## config.mk

```make
export PLATFORM = sky130hd
export DESIGN_NAME = bgn_sqrt_cell
export DESIGN_NICKNAME = d
export VERILOG_FILES = /design/src/rtl/bgn_pkg.sv /design/src/rtl/bgn_sqrt_cell.sv
export SDC_FILE = /design/constraint.sdc
export NUM_CORES = 1
export LEC_CHECK = 0
export BUFFER_PORTS_ARGS = -buffer_cell sky130_fd_sc_hd__buf_2
export CORE_AREA = 2 2 176 178
export CTS_BUF_LIST = sky130_fd_sc_hd__clkbuf_8
export DETAILED_ROUTE_END_ITERATION = 6
export DIE_AREA = 0 0 178 180
export PLACE_DENSITY_LB_ADDON = 0.15
export SYNTH_ARGS = -nofsm -noshare
export SYNTH_HDL_FRONTEND = slang
export SYNTH_SLANG_ARGS = --single-unit
```

## constraint.sdc

```tcl
create_clock -name clk -period 0.8 [get_ports clk]
set_input_delay 0.12 -clock clk [delete_from_list [all_inputs] [get_ports clk]]
set_output_delay 0.12 -clock clk [all_outputs]
set_load 0.005 [all_outputs]
```

## src/rtl/bgn_pkg.sv

```systemverilog
package bgn_pkg;

	// ln 2 in Q0.32
	localparam logic [31:0] LN2_Q32 = 32'd2977044472;
	// top of the result range
	localparam logic [35:0] OUT_MAX = 36'hFFFFFFFFF;
	// exponent width, signed
	localparam int E_W = 12;
	// log2 fraction bits, one per cell
	localparam int LOG_N = 30;
	// width of x, signed
	localparam int X_W = 44;
	// radicand width and root width
	localparam int R_W = 2 * X_W;
	localparam int RT_W = X_W;

	typedef enum logic [1:0] {
		REG_REF_LOG   = 2'd0,
		REG_COEF      = 2'd1,
		REG_SMOOTH    = 2'd2,
		REG_OFFSET_EV = 2'd3
	} cfg_reg_t;

	// side data riding along the log chain
	typedef struct packed {
		logic signed [E_W-1:0] e;
		logic                  skip;
		logic                  inf;
	} log_carry_t;

	// side data riding along the root chain
	typedef struct packed {
		logic signed [X_W-1:0] x;
		logic                  skip;
		logic                  inf;
	} sqrt_carry_t;

endpackage

```

## src/rtl/bgn_sqrt_cell.sv

```systemverilog
module bgn_sqrt_cell (
	input  logic                           clk,
	input  logic                           arst_n,
	input  logic                           en,
	input  logic                           in_v,
	input  logic [bgn_pkg::R_W-1:0]        in_rad,
	input  logic [bgn_pkg::RT_W+1:0]       in_rem,
	input  logic [bgn_pkg::RT_W-1:0]       in_root,
	input  bgn_pkg::sqrt_carry_t           in_c,
	output logic                           out_v,
	output logic [bgn_pkg::R_W-1:0]        out_rad,
	output logic [bgn_pkg::RT_W+1:0]       out_rem,
	output logic [bgn_pkg::RT_W-1:0]       out_root,
	output bgn_pkg::sqrt_carry_t           out_c
);
	import bgn_pkg::*;

	logic [RT_W+3:0] rem_sh;
	logic [RT_W+3:0] trial;
	logic [RT_W+3:0] rem_dif;
	logic            ge;
	logic            v_q;
	logic [R_W-1:0]  rad_q;
	logic [RT_W+1:0] rem_q;
	logic [RT_W-1:0] root_q;
	sqrt_carry_t     c_q;

	// bring down two radicand bits and try the next root bit
	assign rem_sh = {in_rem, in_rad[R_W-1 -: 2]};
	assign trial = {2'b00, in_root, 2'b01};
	assign ge = (rem_sh >= trial);
	assign rem_dif = rem_sh - trial;

	always_ff @(posedge clk or negedge arst_n) begin
		if (!arst_n) begin
			v_q <= 1'b0;
		end else if (en) begin
			v_q <= in_v;
		end
	end

	always_ff @(posedge clk) begin
		if (en) begin
			rad_q <= {in_rad[R_W-3:0], 2'b00};
			rem_q <= ge ? rem_dif[RT_W+1:0] : rem_sh[RT_W+1:0];
			root_q <= {in_root[RT_W-2:0], ge};
			c_q <= in_c;
		end
	end

	assign out_v = v_q;
	assign out_rad = rad_q;
	assign out_rem = rem_q;
	assign out_root = root_q;
	assign out_c = c_q;

endmodule

```

# Yosys cells after proc, flatten, opt, wreduce, memory -nomap -nowiden
# Index checks and enable logic that the tools add are counted.
# op_classes
n_addsub	1
n_mul	0
div_mod_pow	0
order_cmp	1
eq_ne	0
n_shift	0
muxes	1
bitwise	0
n_reduce_logical	0
# ops
op	count
>= comparator 48 x 46 -> 1 bit	1
two-way mux 46 bit	1
subtractor 46 bit	1
# totals
register_bits	223
latch_bits	0
ram_bits	0
mem_bits_ro	0
output_inout_bits	225
wordCells	10
memories	0

# Depth between registers and ports, before layout
# depth
depth_word	2
mapped_depth	14
ltp_nobuf	11

# Least setup slack after synthesis
# Ideal clock, no wire load.
# synth_path
kind	input -> register
from	in in_root[13] (netlist name)
to	reg rem_q[21], in the netlist out_rem[21], data pin
setup_time_ps	260
arrival_ps	2549
t_required_ps	540
path_slack_ps	-2009
path_stages	13
n_path_buf	3
path_cell_list	inv_1 ha_1 buf_2 a21oi_1 a2111oi_0 or3_1 nor2_1 o21ai_1 a31oi_1 o31a_1 buf_4 buf_4 mux2_2
# synth_between
elab_chain_len	2
# synth_rtl
element	line	text
start, declared	bgn_sqrt_cell.sv:8	input logic [bgn_pkg::RT_W-1:0] in_root,
subtractor 46 bit or >= comparator 48 x 46 -> 1 bit (tied branches)	bgn_sqrt_cell.sv:32, bgn_sqrt_cell.sv:31	
two-way mux 46 bit (*)	bgn_sqrt_cell.sv:45	rem_q <= ge ? rem_dif[RT_W+1:0] : rem_sh[RT_W+1:0];
end signal, assigned	bgn_sqrt_cell.sv:45	
end, declared	bgn_sqrt_cell.sv:24	logic [RT_W+1:0] rem_q;
# Every way passes the cells marked *; elsewhere a longest branch is shown, timed or not.
# A chain may end at the register's enable or synchronous reset.

# Worst setup path after layout
# layout_path
from	in in_root[1] (netlist name)
to	reg rem_q[43], in the netlist out_rem[43], data pin
# The elaborated chain is that of the path after synthesis.

==> impl_metrics.sql <==
INSERT INTO impl_metrics (metric_group, metric, value, unit) VALUES
('status', 'status', 'finished, violations left', ''),
('status', 'violations', 'negative hold slack, negative setup slack', ''),
('power', 'report.power.total', '33.1', 'mW'),
('critical_path', 'max_stage_delay', '0.40', 'ns'),
('critical_path', 'critPathKind', 'input port to register', ''),
('yosys', 'post-synth-top-area-fraction', '65.5', '%'),
('clocking', 'cts_hold_repair.buffers', '212', ''),
('clocking', 'tritoncts.num_buffers', '40', ''),
('die', 'dieArea', '32000', 'µm²'),
('clocking', 'clock_latency', '0.54', 'ns'),
('yosys', 'synth_fa_ha_area_share', '5.65', '%'),
('drt', 'wirelength', '36.3', 'mm'),
('critical_path', 'required', '1.10', 'ns'),
('global_routing', 'overflow', '0', ''),
('final_layout', 'fillerInstances', '2447', ''),
('yosys', 'combinational_family_with_the_most_area_after_synthesis', 'compound AO/OA/AOI/OAI gates', ''),
('die', 'die_width', '178', 'µm'),
('die', 'placeableCoreArea', '30200', 'µm²'),
('critical_path', 'worst_path_dominant_cell_family', 'compound AO/OA/AOI/OAI gates', ''),
('critical_path', 'worst-path-max-fanout', '3', ''),
('yosys', 'synth_seq_cells', '223', ''),
('global_routing', 'track_usage', '21.5', '%'),
('yosys', 'synth_compound_area_share', '9.73', '%'),
('power', 'pwr_density_cell', '1790', 'nW/µm²'),
('yosys', 'synthTopCellsByArea', 'edfxtp_1, ha_1, mux2_1', ''),
('global_routing', 'grt_first_pass_wirelength', '53.0', 'mm'),
('yosys', 'synth_warnings', '0', ''),
('sta', 'fin_skew', '0', 'ns'),
('placement', 'place.gp.congestion', '0.830', ''),
('global_routing', 'grt_max_degree', '39', ''),
('placement', 'dp.final_hpwl', '26.1', 'mm'),
('critical_path', 'cp_num_buf_inv', '3', ''),
('drt', 'post_detailed_route_via_to_cell_ratio', '4.55', ''),
('critical_path', 'critical_path.cell_chain', 'buf_8 -> inv_4 -> ha_4 -> buf_4 -> o21a_1 -> o221a_4 -> a311o_1 -> a311oi_2 -> o31a_1 -> o31a_4 -> o31ai_4 -> xor2_1 -> mux2_4', ''),
('final_layout', 'post_route_cells_drive_above_1_share', '52.1', '%'),
('placement', 'port_buffers', '450', ''),
('die', 'io-pin-count', '453', ''),
('sta', 'finalWorstSetupSlack', '-1.54', 'ns'),
('yosys', 'synth_xor_xnor_area_share', '3.87', '%'),
('yosys', 'asyncSetResetFlopFracSynth', '0.448', '%'),
('yosys', 'synth_largest_area_cell', 'edfxtp_1', ''),
('drt', 'dr.first_iter.drc_count', '391', ''),
('die', 'row_count', '64', ''),
('clocking', 'cts_tree', 'built', ''),
('drt', 'postRouteAntennaNets', '0', ''),
('yosys', 'post_synth_instance_area', '10200', 'µm²'),
('final_layout', 'layout-area-overhead-vs-synth', '81.5', '%'),
('yosys', 'synthesis.area_per_instance', '14.0', 'µm²'),
('sta', 'min_period_over_period', '293', '%'),
('power', 'leakage', '8.29', 'nW'),
('yosys', 'muxShareOfSynthArea', '5.07', '%'),
('final_layout', 'layout.nets', '1915', ''),
('sta', 'final-hold-violation-count', '11', ''),
('critical_path', 'crit_slowest_cell', 'o31a_4', ''),
('clocking', 'cts.clk_slew.worst_paths', '0.06', 'ns'),
('hold_path', 'hold_path_class', 'input port to register', ''),
('sta', 'timing.final.setup_violations', '270', ''),
('sta', 'achievable-frequency', '426', 'MHz'),
('sta', 'hold_ws', '-0.0552', 'ns'),
('critical_path', 'crit_arrival', '2.64', 'ns'),
('die', 'initial_core_util', '33.7', '%'),
('drt', 'route.vias.total', '9396', ''),
('yosys', 'synth_cell_types', '67', ''),
('yosys', 'part_of_the_yosys_area_used_for_sequential_elements', '65.7', '%'),
('yosys', 'synthMostInstantiatedCell', 'edfxtp_1', ''),
('critical_path', 'start_kind', 'input port', ''),
('critical_path', 'endpoint_kind', 'register', ''),
('clocking', 'cts.sinks', '223', ''),
('yosys', 'synth-edff-count', '222', ''),
('yosys', 'yosys-top-cells-count', 'edfxtp_1, inv_1, a21oi_1', ''),
('die', 'die-height', '180', 'µm');
==> where the power goes <==
| part | internal [mW] | total (mW) | leakage (nW) | switching (mW) |
|---|---|---|---|---|
| Sequential | 14.2 | 14.5 | 2.18 | 0.302 |
| Clock | 5.18 | 9.94 | 0.420 | 4.76 |
| Combinational | 4.98 | 8.66 | 5.68 | 3.68 |
| Total | 24.4 | 33.1 | 8.29 | 8.74 |
==> metrics by stage <==
stage	setup slack [ns]	setup TNS [ns]	cells	utilization (%)	cell area (µm²)
5_1_grt	-1.62	-166.44	2065	61.2	18500
4_1_cts	-1.52	-155.19	2049	60.1	18100
3_5_place_dp	-2.14	-126.88	1751	49.1	14800
3_3_place_gp	-2.16	-127.10	1751	49.1	14800
2_1_floorplan	-1.81	-80.44	730	-	10700
6_report	-1.54	-150.73	2066	61.2	18500
==> placed cells by master, fill, tap and decap left out, types with 23 or more instances in the layout <==
cell | Yosys | layout
buf_2 | 8 | 429
edfxtp_1 | 222 | 222
buf_4 | 5 | 215
dlygate4sd3_1 | 0 | 211
inv_1 | 61 | 59
a21oi_1 | 52 | 43
mux2_4 | 0 | 42
clkbuf_8 | 0 | 42
xnor2_1 | 32 | 32
nand2_1 | 36 | 31
nor2_1 | 31 | 29
ha_1 | 46 | 23
==> worst paths after layout <==
check / from / end / slack (ns) / cells past startpoint
min reg2reg: out_v / out_v / 0.50 / 1
max in group asynchronous: arst_n / out_v / 0.27 / 3
min: en / out_root[35] / -0.06 / 1
max: in_root[1] / out_rem[43] / -1.54 / 13
max reg2reg: out_v / out_v / 0.07 / 1
min in group asynchronous: arst_n / out_v / 0.42 / 3
==> repair_timing <==
| action | 4_1_cts | 5_1_grt |
|---|---|---|
| resized for setup | 76 | 37 |
| gates cloned | 0 | 5 |
| hold endpoints to repair | 223 | 11 |
| buffers inserted | 19 | 10 |
| pin swaps | 30 | 12 |
| setup endpoints to repair | 270 | 275 |
==> state kept, by name (all words and copies together) (netlist names) <==
register and count:
out_root 44, out_c 46, out_rad 86, out_rem 46, out_v 1
==> cell type report <==
| type | instances | area [µm²] | area share, % |
|---|---|---|---|
| Antenna cell | 3 | 7.51 | 0.0406 |
| Clock buffer | 42 | 578 | 3.13 |
| Clock inverter | 26 | 149 | 0.806 |
| Inverter | 62 | 270 | 1.46 |
| Multi-Input combinational cell | 419 | 3800 | 20.6 |
| Sequential cell | 223 | 6690 | 36.2 |
| Tap cell | 396 | 495 | 2.68 |
| Timing Repair Buffer | 895 | 6480 | 35.1 |
==> cell families after synthesis <==
| kind of cell | count (synthesis) |
|---|---|
| fa+ha+maj | 46 |
| mux | 46 |
| flops | 223 |
| other cells | 1 |
| compound gates | 150 |
| buf+inv | 88 |
| xor+xnor | 45 |
| simple gates | 130 |
==> layer usage <==
layer  part of all wire, %  GRT usage [%]  vias to the layer above  wire, µm
met5                     0              0                        -         0
li1                      -              -                     4571         -
met2                    51           39.3                      336     18500
met1                    38           23.8                     4405     13700
met3                   7.1           4.80                       84      2570
met4                   4.4           9.28                        0      1600
Power figures use the tool's default switching activity.
